`config.mk`:
```
export PLATFORM = sky130hd
export DESIGN_NAME = cia402_drive_state_machine_unit_flat
export DESIGN_NICKNAME = d
export VERILOG_FILES = /design/src/hw/rtl/cdsm_pkg.sv /design/src/hw/rtl/cdsm_ifs.sv /design/src/hw/rtl/cdsm_cfg.sv /design/src/hw/rtl/cdsm_core.sv /design/src/hw/rtl/cia402_drive_state_machine_unit.sv /design/src/flat_wrapper.sv
export VERILOG_INCLUDE_DIRS = /design/src /design/src/hw/rtl
export SDC_FILE = /design/constraint.sdc
export NUM_CORES = 1
export LEC_CHECK = 0
export ABC_AREA = 1
export ABC_CLOCK_PERIOD_IN_PS = 31000
export BUFFER_PORTS_ARGS = -buffer_cell sky130_fd_sc_hd__clkbuf_2
export CORE_MARGIN = 1
export CORE_UTILIZATION = 25
export CTS_BUF_LIST = sky130_fd_sc_hd__clkbuf_8
export CTS_CLUSTER_SIZE = 10
export DETAILED_ROUTE_END_ITERATION = 12
export PLACE_DENSITY = 0.36
export RECOVER_POWER = 25
export SKIP_LAST_GASP = 1
export SYNTH_ARGS = -nofsm -noshare
export SYNTH_HDL_FRONTEND = slang
export SYNTH_HIERARCHICAL = 1
export SYNTH_SLANG_ARGS = --single-unit
export TNS_END_PERCENT = 1
```
`constraint.sdc`:
```
create_clock -name clk -period 31 [get_ports clk]
set_input_delay 1.55 -clock clk [delete_from_list [all_inputs] [get_ports clk]]
set_output_delay 1.55 -clock clk [all_outputs]
set_load 0.01 [all_outputs]
```
`src/hw/rtl/cia402_drive_state_machine_unit_defines.svh`:
```
// ----------------------------------------------------------------------------
// CiA402 drive state machine unit: assertion macros
// Shared concurrent assertion forms, clocked on clk and disabled in reset.
// ----------------------------------------------------------------------------
`ifndef CIA402_DRIVE_STATE_MACHINE_UNIT_DEFINES_SVH
`define CIA402_DRIVE_STATE_MACHINE_UNIT_DEFINES_SVH

// Consequent must hold in the same cycle as the antecedent.
`define CDSM_ASSERT_SAME(label, ante, cons, msg) \
    label: assert property (@(posedge clk) disable iff (!rst_n) (ante) |-> (cons)) \
        else $error(msg);

// Consequent must hold in the cycle after the antecedent.
`define CDSM_ASSERT_NEXT(label, ante, cons, msg) \
    label: assert property (@(posedge clk) disable iff (!rst_n) (ante) |=> (cons)) \
        else $error(msg);

`endif

```
`src/hw/rtl/cdsm_pkg.sv`:
```
// ----------------------------------------------------------------------------
// CiA402 drive state machine package
// Types, widths, command masks and state codes shared by the unit.
// ----------------------------------------------------------------------------
`default_nettype none

package cdsm_pkg;

    localparam int CwWidth    = 16;
    localparam int PosWidth   = 32;
    localparam int ModeWidth  = 8;
    localparam int StepWidth  = 31;
    localparam int StateWidth = 3;

    localparam int CfgIndexWidth = 8;
    localparam int CfgDataWidth  = 32;

    localparam logic [CfgIndexWidth-1:0] RegProfilePositionMode = 8'd0;
    localparam logic [CfgIndexWidth-1:0] RegCountsPerStep       = 8'd1;
    localparam logic [CfgIndexWidth-1:0] RegVelocityInputEnable = 8'd2;
    localparam logic [CfgIndexWidth-1:0] RegModeEchoEnable      = 8'd3;

    localparam logic [StateWidth-1:0] StNotReady      = 3'd0;
    localparam logic [StateWidth-1:0] StSwOnDisabled  = 3'd1;
    localparam logic [StateWidth-1:0] StReady         = 3'd2;
    localparam logic [StateWidth-1:0] StSwitchedOn    = 3'd3;
    localparam logic [StateWidth-1:0] StOpEnabled     = 3'd4;
    localparam logic [StateWidth-1:0] StQuickStop     = 3'd5;
    localparam logic [StateWidth-1:0] StFaultReaction = 3'd6;
    localparam logic [StateWidth-1:0] StFault         = 3'd7;

    localparam logic [7:0] MaskShutdown  = 8'h87;
    localparam logic [7:0] CodeShutdown  = 8'h06;
    localparam logic [7:0] MaskSwitchOn  = 8'h8F;
    localparam logic [7:0] CodeSwitchOn  = 8'h07;
    localparam logic [7:0] MaskDisableV  = 8'h82;
    localparam logic [7:0] CodeDisableV  = 8'h00;
    localparam logic [7:0] MaskEnableOp  = 8'h8F;
    localparam logic [7:0] CodeEnableOp  = 8'h0F;
    localparam logic [7:0] MaskQuickStop = 8'h86;
    localparam logic [7:0] CodeQuickStop = 8'h02;

    localparam logic [CwWidth-1:0] SwRemote        = 16'h0200;
    localparam logic [CwWidth-1:0] SwVoltage       = 16'h0010;
    localparam logic [CwWidth-1:0] SwSetPointAck   = 16'h1000;
    localparam logic [CwWidth-1:0] SwTargetReached = 16'h0400;
    localparam logic [CwWidth-1:0] SwOpEnabledBase = 16'h0027;

    localparam int CwNewSetPointBit = 4;
    localparam int SwAckBit         = 12;

    localparam logic                 ResetProfilePositionMode = 1'b0;
    localparam logic [StepWidth-1:0] ResetCountsPerStep       = 31'd1;
    localparam logic                 ResetVelocityInputEnable = 1'b1;
    localparam logic                 ResetModeEchoEnable      = 1'b1;

    typedef struct packed {
        logic                 profile_position_mode;
        logic [StepWidth-1:0] step_size;
        logic                 velocity_input_enable;
        logic                 mode_echo_enable;
    } cfg_t;

    typedef struct packed {
        logic [CwWidth-1:0]   controlword;
        logic [PosWidth-1:0]  target_position;
        logic [PosWidth-1:0]  commanded_velocity;
        logic [ModeWidth-1:0] mode_of_operation;
    } in_item_t;

    typedef struct packed {
        logic [CwWidth-1:0]   statusword;
        logic [PosWidth-1:0]  actual_position;
        logic [PosWidth-1:0]  velocity_actual;
        logic [ModeWidth-1:0] mode_display;
    } out_item_t;

    function automatic logic [CwWidth-1:0] state_base_bits(input logic [StateWidth-1:0] st);
        logic [CwWidth-1:0] bits;
        case (st)
            StNotReady:      bits = 16'h0000;
            StSwOnDisabled:  bits = 16'h0040;
            StReady:         bits = 16'h0021;
            StSwitchedOn:    bits = 16'h0023;
            StOpEnabled:     bits = SwOpEnabledBase;
            StQuickStop:     bits = 16'h0007;
            StFaultReaction: bits = 16'h000F;
            StFault:         bits = 16'h0008;
            default:         bits = 16'h0000;
        endcase
        return bits;
    endfunction

endpackage

`default_nettype wire

```
`src/hw/rtl/cdsm_ifs.sv`:
```
// ----------------------------------------------------------------------------
// CiA402 drive state machine channel interfaces
// Valid/ready channels for bus cycles, results and register writes.
// ----------------------------------------------------------------------------
`default_nettype none

interface cdsm_in_if;
    logic                           valid;
    logic                           ready;
    logic [cdsm_pkg::CwWidth-1:0]   controlword;
    logic [cdsm_pkg::PosWidth-1:0]  target_position;
    logic [cdsm_pkg::PosWidth-1:0]  commanded_velocity;
    logic [cdsm_pkg::ModeWidth-1:0] mode_of_operation;

    modport source (output valid, controlword, target_position, commanded_velocity,
                    mode_of_operation, input ready);
    modport sink (input valid, controlword, target_position, commanded_velocity,
                  mode_of_operation, output ready);
endinterface

interface cdsm_out_if;
    logic                           valid;
    logic                           ready;
    logic [cdsm_pkg::CwWidth-1:0]   statusword;
    logic [cdsm_pkg::PosWidth-1:0]  actual_position;
    logic [cdsm_pkg::PosWidth-1:0]  velocity_actual;
    logic [cdsm_pkg::ModeWidth-1:0] mode_display;

    modport source (output valid, statusword, actual_position, velocity_actual,
                    mode_display, input ready);
    modport sink (input valid, statusword, actual_position, velocity_actual,
                  mode_display, output ready);
endinterface

interface cdsm_cfg_if;
    logic                               valid;
    logic                               ready;
    logic [cdsm_pkg::CfgIndexWidth-1:0] index;
    logic [cdsm_pkg::CfgDataWidth-1:0]  data;

    modport source (output valid, index, data, input ready);
    modport sink (input valid, index, data, output ready);
endinterface

`default_nettype wire

```
`src/hw/rtl/cdsm_cfg.sv`:
```
// ----------------------------------------------------------------------------
// CiA402 drive state machine configuration registers
// Holds the four control registers written over the configuration channel.
// ----------------------------------------------------------------------------
`default_nettype none

module cdsm_cfg (
    input  wire logic           clk,
    input  wire logic           rst_n,
    cdsm_cfg_if.sink            cfg,
    output cdsm_pkg::cfg_t      cfg_regs
);
    import cdsm_pkg::*;

    cfg_t cfg_reg;

    assign cfg.ready = 1'b1;
    assign cfg_regs  = cfg_reg;

    always_ff @(posedge clk or negedge rst_n)
    begin
        if (!rst_n)
        begin
            cfg_reg.profile_position_mode <= ResetProfilePositionMode;
            cfg_reg.step_size             <= ResetCountsPerStep;
            cfg_reg.velocity_input_enable <= ResetVelocityInputEnable;
            cfg_reg.mode_echo_enable      <= ResetModeEchoEnable;
        end
        else if (cfg.valid)
        begin
            case (cfg.index)
                RegProfilePositionMode: cfg_reg.profile_position_mode <= cfg.data[0];
                RegCountsPerStep:       cfg_reg.step_size <= cfg.data[StepWidth-1:0];
                RegVelocityInputEnable: cfg_reg.velocity_input_enable <= cfg.data[0];
                RegModeEchoEnable:      cfg_reg.mode_echo_enable <= cfg.data[0];
                default:                ;
            endcase
        end
    end

endmodule

`default_nettype wire

```
`src/hw/rtl/cdsm_core.sv`:
```
// ----------------------------------------------------------------------------
// CiA402 drive state machine core
// Device state, set-point handshake and position state, with the result
// of each bus cycle computed in one pass.
// ----------------------------------------------------------------------------
`default_nettype none

module cdsm_core (
    input  wire logic                clk,
    input  wire logic                rst_n,
    input  wire logic                advance,
    input  wire cdsm_pkg::in_item_t  item,
    input  wire cdsm_pkg::cfg_t      cfg_regs,
    output cdsm_pkg::out_item_t      result
);
    import cdsm_pkg::*;

    logic [StateWidth-1:0] state_reg;
    logic [StateWidth-1:0] state_next;
    logic [CwWidth-1:0]    last_cw_reg;
    logic [PosWidth-1:0]   target_reg;
    logic [PosWidth-1:0]   target_next;
    logic [PosWidth-1:0]   position_reg;
    logic [PosWidth-1:0]   position_next;
    logic                  ack_reg;
    logic                  ack_next;

    logic [7:0]          cw_low;
    logic                cmd_shutdown;
    logic                cmd_sw_on;
    logic                cmd_disable_v;
    logic                cmd_en_op;
    logic                cmd_q_stop;
    logic                op;
    logic                pp;
    logic                b4;
    logic                pb4;
    logic [PosWidth:0]   cur_x;
    logic [PosWidth:0]   tgt_x;
    logic                up;
    logic [PosWidth:0]   distance;
    logic                reach;
    logic [PosWidth-1:0] chase_pos;
    logic [CwWidth-1:0]  sw;

    assign cw_low        = item.controlword[7:0];
    assign cmd_shutdown  = (cw_low & MaskShutdown) == CodeShutdown;
    assign cmd_sw_on     = (cw_low & MaskSwitchOn) == CodeSwitchOn;
    assign cmd_disable_v = (cw_low & MaskDisableV) == CodeDisableV;
    assign cmd_en_op     = (cw_low & MaskEnableOp) == CodeEnableOp;
    assign cmd_q_stop    = (cw_low & MaskQuickStop) == CodeQuickStop;

    always_comb
    begin
        state_next = state_reg;
        case (state_reg)
            StNotReady:
            begin
                state_next = StSwOnDisabled;
            end
            StSwOnDisabled:
            begin
                if (cmd_shutdown)
                    state_next = StReady;
            end
            StReady:
            begin
                if (cmd_sw_on)
                    state_next = StSwitchedOn;
                else if (cmd_disable_v)
                    state_next = StSwOnDisabled;
            end
            StSwitchedOn:
            begin
                if (cmd_en_op)
                    state_next = StOpEnabled;
                else if (cmd_shutdown)
                    state_next = StReady;
                else if (cmd_disable_v)
                    state_next = StSwOnDisabled;
            end
            StOpEnabled:
            begin
                if (cmd_q_stop)
                    state_next = StQuickStop;
                else if (cmd_sw_on)
                    state_next = StSwitchedOn;
                else if (cmd_shutdown)
                    state_next = StReady;
                else if (cmd_disable_v)
                    state_next = StSwOnDisabled;
            end
            StQuickStop:
            begin
                state_next = cmd_en_op ? StOpEnabled : StSwOnDisabled;
            end
            default:
            begin
                state_next = state_reg;
            end
        endcase
    end

    assign op  = state_next == StOpEnabled;
    assign pp  = cfg_regs.profile_position_mode;
    assign b4  = item.controlword[CwNewSetPointBit];
    assign pb4 = last_cw_reg[CwNewSetPointBit];

    always_comb
    begin
        target_next = target_reg;
        ack_next    = ack_reg;
        if (pp && op)
        begin
            if (b4 && !pb4)
            begin
                target_next = item.target_position;
                ack_next    = 1'b1;
            end
            else if (!b4 && pb4)
            begin
                ack_next = 1'b0;
            end
        end
        else
        begin
            ack_next = 1'b0;
        end
    end

    // The step is clamped to the remaining distance, so the chase lands on
    // the target and never wraps.
    assign cur_x    = {position_reg[PosWidth-1], position_reg};
    assign tgt_x    = {target_next[PosWidth-1], target_next};
    assign up       = $signed(cur_x) < $signed(tgt_x);
    assign distance = up ? (tgt_x - cur_x) : (cur_x - tgt_x);
    assign reach    = {2'b00, cfg_regs.step_size} >= distance;

    always_comb
    begin
        if (reach)
            chase_pos = target_next;
        else if (up)
            chase_pos = position_reg + {1'b0, cfg_regs.step_size};
        else
            chase_pos = position_reg - {1'b0, cfg_regs.step_size};
    end

    always_comb
    begin
        position_next = position_reg;
        if (op)
        begin
            if (pp)
                position_next = chase_pos;
            else if (cfg_regs.velocity_input_enable)
                position_next = position_reg + item.commanded_velocity;
        end
    end

    always_comb
    begin
        sw = state_base_bits(state_next) | SwRemote;
        if (state_next != StSwOnDisabled && state_next != StNotReady)
            sw = sw | SwVoltage;
        if (ack_next)
            sw = sw | SwSetPointAck;
        if (op && pp && position_next == target_next)
            sw = sw | SwTargetReached;
    end

    assign result.statusword      = sw;
    assign result.actual_position = position_next;
    assign result.velocity_actual = position_next - position_reg;
    assign result.mode_display    = cfg_regs.mode_echo_enable ? item.mode_of_operation
                                                              : '0;

    always_ff @(posedge clk or negedge rst_n)
    begin
        if (!rst_n)
        begin
            state_reg    <= StNotReady;
            last_cw_reg  <= '0;
            target_reg   <= '0;
            position_reg <= '0;
            ack_reg      <= 1'b0;
        end
        else if (advance)
        begin
            state_reg    <= state_next;
            last_cw_reg  <= item.controlword;
            target_reg   <= target_next;
            position_reg <= position_next;
            ack_reg      <= ack_next;
        end
    end

endmodule

`default_nettype wire

```
`src/hw/rtl/cia402_drive_state_machine_unit.sv`:
```
// ----------------------------------------------------------------------------
// CiA402 drive state machine unit
// Runs the CiA402 device state machine and a simple motion model on one
// process-data cycle per transfer.
// ----------------------------------------------------------------------------
// Usage:
// Each transfer on the request channel is one bus cycle: controlword,
// target position, commanded velocity and mode byte. Each one yields exactly
// one transfer on the response channel with the statusword, actual position,
// per-cycle position change and displayed mode, in the same order.
// The cfg channel writes the four control registers; it is always ready and
// is meant to be used only while no bus cycle is in flight.
// A bus cycle is captured in an input register, processed in one pass into
// the result register, and offered on the response channel from there. One
// transfer per clock is sustained unless the receiver stalls; the single
// combinational pass from input register to result register sets that rate.
// When the receiver stalls, the result register holds its transfer and the
// input register holds one more, after which request.ready drops.
// Reset brings the drive to not ready to switch on, clears position, target
// and acknowledge, and loads the register defaults; both channels are empty.
// ----------------------------------------------------------------------------
`default_nettype none

`include "cia402_drive_state_machine_unit_defines.svh"

module cia402_drive_state_machine_unit (
    input  wire logic   clk,
    input  wire logic   rst_n,
    cdsm_cfg_if.sink    cfg,
    cdsm_in_if.sink     request,
    cdsm_out_if.source  response
);
    import cdsm_pkg::*;

    cfg_t      cfg_regs;
    logic      stage_valid_reg;
    in_item_t  stage_item_reg;
    logic      rsp_valid_reg;
    out_item_t rsp_item_reg;
    out_item_t result;
    logic      advance;
    logic      take;

    cdsm_cfg u_cfg (
        .clk      (clk),
        .rst_n    (rst_n),
        .cfg      (cfg),
        .cfg_regs (cfg_regs)
    );

    cdsm_core u_core (
        .clk      (clk),
        .rst_n    (rst_n),
        .advance  (advance),
        .item     (stage_item_reg),
        .cfg_regs (cfg_regs),
        .result   (result)
    );

    assign advance       = stage_valid_reg && (!rsp_valid_reg || response.ready);
    assign request.ready = !stage_valid_reg || advance;
    assign take          = request.valid && request.ready;

    assign response.valid           = rsp_valid_reg;
    assign response.statusword      = rsp_item_reg.statusword;
    assign response.actual_position = rsp_item_reg.actual_position;
    assign response.velocity_actual = rsp_item_reg.velocity_actual;
    assign response.mode_display    = rsp_item_reg.mode_display;

    always_ff @(posedge clk or negedge rst_n)
    begin
        if (!rst_n)
        begin
            stage_valid_reg <= 1'b0;
            rsp_valid_reg   <= 1'b0;
        end
        else
        begin
            if (take)
                stage_valid_reg <= 1'b1;
            else if (advance)
                stage_valid_reg <= 1'b0;

            if (advance)
                rsp_valid_reg <= 1'b1;
            else if (response.ready)
                rsp_valid_reg <= 1'b0;
        end
    end

    always_ff @(posedge clk)
    begin
        if (take)
        begin
            stage_item_reg.controlword        <= request.controlword;
            stage_item_reg.target_position    <= request.target_position;
            stage_item_reg.commanded_velocity <= request.commanded_velocity;
            stage_item_reg.mode_of_operation  <= request.mode_of_operation;
        end
        if (advance)
            rsp_item_reg <= result;
    end

    `CDSM_ASSERT_NEXT(a_take_fills_stage, take, stage_valid_reg,
        "accepted bus cycle did not reach the input register")
    `CDSM_ASSERT_NEXT(a_advance_fills_result, advance, response.valid,
        "processed bus cycle did not reach the result register")
    `CDSM_ASSERT_SAME(a_ack_only_enabled,
        response.valid && response.statusword[SwAckBit],
        response.statusword[6:0] == (SwOpEnabledBase[6:0] | SwVoltage[6:0]),
        "set-point acknowledge outside operation enabled")

endmodule

`default_nettype wire
```
`src/flat_wrapper.sv`:
```
// flat-port wrapper written by rule: the top's interface ports become plain ports
module cia402_drive_state_machine_unit_flat import cdsm_pkg::*;
  (clk, rst_n, cfg_valid, cfg_index, cfg_data, cfg_ready, request_valid, request_controlword, request_target_position, request_commanded_velocity, request_mode_of_operation, request_ready, response_valid, response_statusword, response_actual_position, response_velocity_actual, response_mode_display, response_ready);
  cdsm_cfg_if cfg_i ();
  cdsm_in_if request_i ();
  cdsm_out_if response_i ();
  input  wire logic clk;
  input  wire logic rst_n;
  input wire logic [$bits(cfg_i.valid)-1:0] cfg_valid;
  input wire logic [$bits(cfg_i.index)-1:0] cfg_index;
  input wire logic [$bits(cfg_i.data)-1:0] cfg_data;
  output wire logic [$bits(cfg_i.ready)-1:0] cfg_ready;
  input wire logic [$bits(request_i.valid)-1:0] request_valid;
  input wire logic [$bits(request_i.controlword)-1:0] request_controlword;
  input wire logic [$bits(request_i.target_position)-1:0] request_target_position;
  input wire logic [$bits(request_i.commanded_velocity)-1:0] request_commanded_velocity;
  input wire logic [$bits(request_i.mode_of_operation)-1:0] request_mode_of_operation;
  output wire logic [$bits(request_i.ready)-1:0] request_ready;
  output wire logic [$bits(response_i.valid)-1:0] response_valid;
  output wire logic [$bits(response_i.statusword)-1:0] response_statusword;
  output wire logic [$bits(response_i.actual_position)-1:0] response_actual_position;
  output wire logic [$bits(response_i.velocity_actual)-1:0] response_velocity_actual;
  output wire logic [$bits(response_i.mode_display)-1:0] response_mode_display;
  input wire logic [$bits(response_i.ready)-1:0] response_ready;
  assign cfg_i.valid = cfg_valid;
  assign cfg_i.index = cfg_index;
  assign cfg_i.data = cfg_data;
  assign cfg_ready = cfg_i.ready;
  assign request_i.valid = request_valid;
  assign request_i.controlword = request_controlword;
  assign request_i.target_position = request_target_position;
  assign request_i.commanded_velocity = request_commanded_velocity;
  assign request_i.mode_of_operation = request_mode_of_operation;
  assign request_ready = request_i.ready;
  assign response_valid = response_i.valid;
  assign response_statusword = response_i.statusword;
  assign response_actual_position = response_i.actual_position;
  assign response_velocity_actual = response_i.velocity_actual;
  assign response_mode_display = response_i.mode_display;
  assign response_i.ready = response_ready;
  cia402_drive_state_machine_unit u_core (.clk(clk), .rst_n(rst_n), .cfg(cfg_i), .request(request_i), .response(response_i));
endmodule
```
; Word-level counts from Yosys, hierarchy flattened
; Memory sizes are Yosys's and may differ from the RTL's.
; Cells that the tools add are included.
[totals]
out_inout_bits = 91
regBits = 277
wordCells = 93
memories = 1
in_bits = 133
romBits = 48
[classes]
n_mux = 26
add_sub_neg = 6
n_reduce_logical = 23
order_cmp = 2
n_eq_ne = 15
[mem_list]
columns = name, depth, word_bits, read_ports, rd_ports_with_merged_regs, wr, line
row1 = (no name shown), 8, 6, 1, 0, 0, cdsm_pkg.sv:80  ; case (st)
[ops]
columns = op, count
row1 = 32-bit 2-to-1 mux, 7
row2 = 32-bit by 32-bit subtractor with 33-bit output, 2
row3 = 31-bit by 33-bit greater-or-equal comparator with 1-bit output, 1
row4 = 33-bit 2-to-1 mux, 1
row5 = 32-bit by 31-bit adder with 32-bit output, 1
row6 = 32-bit adder, 1
row7 = 32-bit equality test, 1
row8 = 32-bit less-than comparator, 1
row9 = 32-bit by 31-bit subtractor with 32-bit output, 1
row10 = 32-bit subtractor, 1
row11 = 3-bit 2-to-1 mux, 8
row12 = 3-bit case mux with 6 select lines, 1
row13 = "8-bit by 2-bit equality test with 1-bit output, second input constant", 2
row14 = 8-bit zero test, 2
row15 = 13-bit 2-to-1 mux, 1
row16 = "3-bit equality test, second input constant", 3
row17 = "8-bit by 1-bit equality test with 1-bit output, second input constant", 1
row18 = 2-bit AND reduction, 4
row19 = 1-bit logical AND, 7
row20 = 1-bit 2-to-1 mux, 7
row21 = "3-bit by 1-bit equality test with 1-bit output, second input constant", 2
row22 = "3-bit by 2-bit equality test with 1-bit output, second input constant", 2
row23 = "5-bit by 3-bit equality test with 1-bit output, second input constant", 1
row24 = "5-bit by 4-bit equality test with 1-bit output, second input constant", 1
row25 = 8 further kinds, 13

; Logic depth before layout (Yosys ltp)
[logic_depth]
depth_word = 17
ltp_mapped = 77
depth_no_buf = 72

; By module
; The synthesis kept the hierarchy.
[by_module_without_submodules]
columns = module, seq_area_each_um2, area_per_inst_um2, n_inst, cells_per_inst
row1 = cdsm_core, 1726.7, 14732.9, 1, 2422
row2 = cia402_drive_state_machine_unit, 5335.1, 5380.2, 1, 188
row3 = cdsm_cfg, 854.6, 1511.4, 1, 173

; Worst setup path after synthesis
; No wires, ideal clock.
[synth_path]
path_type = register -> register
startpoint = reg u_core/stage_item_reg[79] in the netlist's numbering
endpoint = reg u_core.rsp_item_reg (netlist bit u_core/response.velocity_actual[30]), data pin
n_path_buf = 6
setup_time_ps = 269
stages_incl_launch_ff = 74
slack_ps = 21294
synth_period_minus_slack_ps = 9706
required_time_ps = 30731
arrival_ps = 9437
cell_sequence = edfxtp_1 -> inv_2 -> nand2_2 -> nand2_1 -> nand2_1 -> inv_1 -> nand2_1 -> nand2_1 -> nand2_2 -> nor2_4 -> nand3_2 -> buf_6 -> nor2_2 -> clkbuf_1 -> nand2_1 -> o21ai_1 -> inv_1 -> ha_1 -> (+38 left out) -> fa_1 -> nand3_1 -> nand2_1 -> a21oi_1 -> o21bai_1 -> a21oi_1 -> inv_1 -> a21oi_1 -> o21ai_0 -> nand4_1 -> o211ai_1 -> a21oi_1 -> o21ai_0 -> a21oi_1 -> o21ai_0 -> inv_1 -> o31ai_1 -> xor2_1
[synth_lines]
columns = element, line
row1 = "start, declared", cia402_drive_state_machine_unit.sv:37  ; in_item_t stage_item_reg;
row2 = "end signal, assigned", cia402_drive_state_machine_unit.sv:101  ; rsp_item_reg <= result;
row3 = "end, declared", cia402_drive_state_machine_unit.sv:39  ; out_item_t rsp_item_reg;

==> metrics.cfg <==
[placement]
placed_cells=4073
portBuffers=211
gp_congestion=0.968
dp_hpwl_um=66900

[route]
routedWlPerCell_um=19.7
dr.pass1.iters=5
vias=19608
via_per_inst=4.70
ant_nets=0
drt-total-wl_um=82300
initialDrtViolationCount=1299
drcViolationCount=0

[critical_path]
cp.required_ns=31.39
reg2reg_slack_ns=17.53
critPathMaxFanout=57
end_kind=register
crit_slowest_cell=nand2_4
arrival_ns=13.86
path_common_cell=nand2_1
start_kind=register
crit_path_max_incr_delay_ns=0.54
critPathKind=register to register

[timing]
setup_viol_count_final=0
maxSlewViolCount=84
relSlewSlack_pct=-88.2
rsz0062_at_grt=false
max_freq_mhz=74.3
fin_hold_ws_ns=0.487
period_share_pct=43.4
worst_pin_slew_ns=2.82
finalCriticalPeriod_ns=13.47
hold_violations=0
finalSetupTns_ns=0
finalClockSkew_ns=0.0316

[floorplanning]
die-area_um2=86500
row_count=106
die_width_um=294
ios=224
initial_core_util_pct=25.4
die_y_um=294
core_area_um2=84100

[logic_synthesis]
synth_area_um2=21300
syn_inst=2773
syn_area_per_cell_um2=7.69
yosys_warnings=6

[cts]
htreeDepth=2
cts_setup_buffers=0
cts_sinks=271
clock_latency_ns=0.67
postCtsResizedCells=0
numCtsBuffers=53
hold_buffers=0
cts_buffer_depth=3
cts_tree=done
path_clk_slew_ns=0.06
cts_root_buffer=clkbuf_8

[power]
powerDensity_nw_per_um2=124
p_leak_nw=11.9
total_power_mw=3.06
ir_drop_mv=0.0664

[global_routing]
grt_overflow=0
grt_max_degree=85
grt_pass1_vias=19413
grt_pass1_wl_um=122000
gr-usage-all-layers_pct=18.8
antenna_found_initial=1

[cells_and_area]
area_growth_syn_to_layout_pct=15.4
seqCellArea_um2=7620
largest_register_ffs=78
drive_above_1_share_pct=12.1
multi_input_area_um2=11900
final_cells=4172
nNetsFinal=3319
fill_cells=9271

[hold_path]
min_path_type=register to register

[run_status]
violations=capacitance limit, slew limit
status=complete, but fails checks

[flow_run]
cap_violations=2

## power by group
group          total [mW]  internal (mW)  switching, mW
Sequential          0.554          0.494         0.0596
Combinational        2.13          0.681           1.45
Clock               0.376          0.207          0.169
## metrics by stage
stage,area (µm²),worst slack [ns],util [%]
floorplan,21300,21.29,-
detailed placement,23500,17.44,28.0
global route,24600,16.29,29.3
finish,24600,17.53,29.3
global placement,23500,17.49,28.0
CTS,24600,17.41,29.3
## path summary, 6_finish.rpt
path                       cells past startpoint                 startpoint                                  end
setup / recovery                              67  u_core/stage_item_reg[74]  u_core/response.velocity_actual[31]
hold / removal                                 2      u_core/u_core/ack_reg                u_core/u_core/ack_reg
setup reg to reg                              67  u_core/stage_item_reg[74]  u_core/response.velocity_actual[31]
hold reg to reg                                2      u_core/u_core/ack_reg                u_core/u_core/ack_reg
max in group asynchronous                      2                      rst_n       u_core/u_core/position_reg[20]
min in group asynchronous                      1                      rst_n               u_core/stage_valid_reg
## cells in the final DEF (no fill, tap or decap), drive strengths merged, types with 6 or more instances in the layout
cell type / count
mux2i: 8
edfxtp: 166
xnor2: 40
conb: 8
dfrtp: 102
xor2: 102
nand2: 696
buf: 31
o21ai: 242
nand4: 22
a31oi: 16
clkbuf: 267
a21o: 9
nor4: 9
clkinv: 21
nor2: 168
o21a: 12
inv: 363
a21boi: 8
nor3: 23
a211oi: 10
a21oi: 254
o31ai: 6
ha: 187
o211ai: 10
nand3: 203
o221ai: 7
## per-layer routing
| metal | vias up | global-route usage, % | share of wire [%] |
|---|---|---|---|
| met2 | 511 | 30.9 | 46 |
| li1 | 9774 | - | - |
| met1 | 9251 | 26.2 | 48 |
| met4 | 0 | 4.13 | 1.7 |
| met3 | 72 | 2.11 | 4.4 |
| met5 | - | 0 | 0 |
## critical path: cells and delay by family, from the launching register on
kind	cells	cell delay, ns
and+or+nand+nor	37	5.34
AOI/OAI and AO/OA	13	3.34
buffers and inverters	11	2.01
adders and majority gates	3	1.11
muxes	1	0.50
DFF	1	0.41
xor gates and xnor gates	2	0.34
## cell type report
type                            instances  area share (%)
Multi-Input combinational cell       2077            48.3
Sequential cell                       271            31.0
Inverter                              348            5.32
Tap cell                             1134            5.77
Timing Repair Buffer                  243            5.21
Antenna cell                            1          0.0102
Clock inverter                         43            1.33
Clock buffer                           55            3.08
Note: power is estimated with default switching activity, not from simulation.
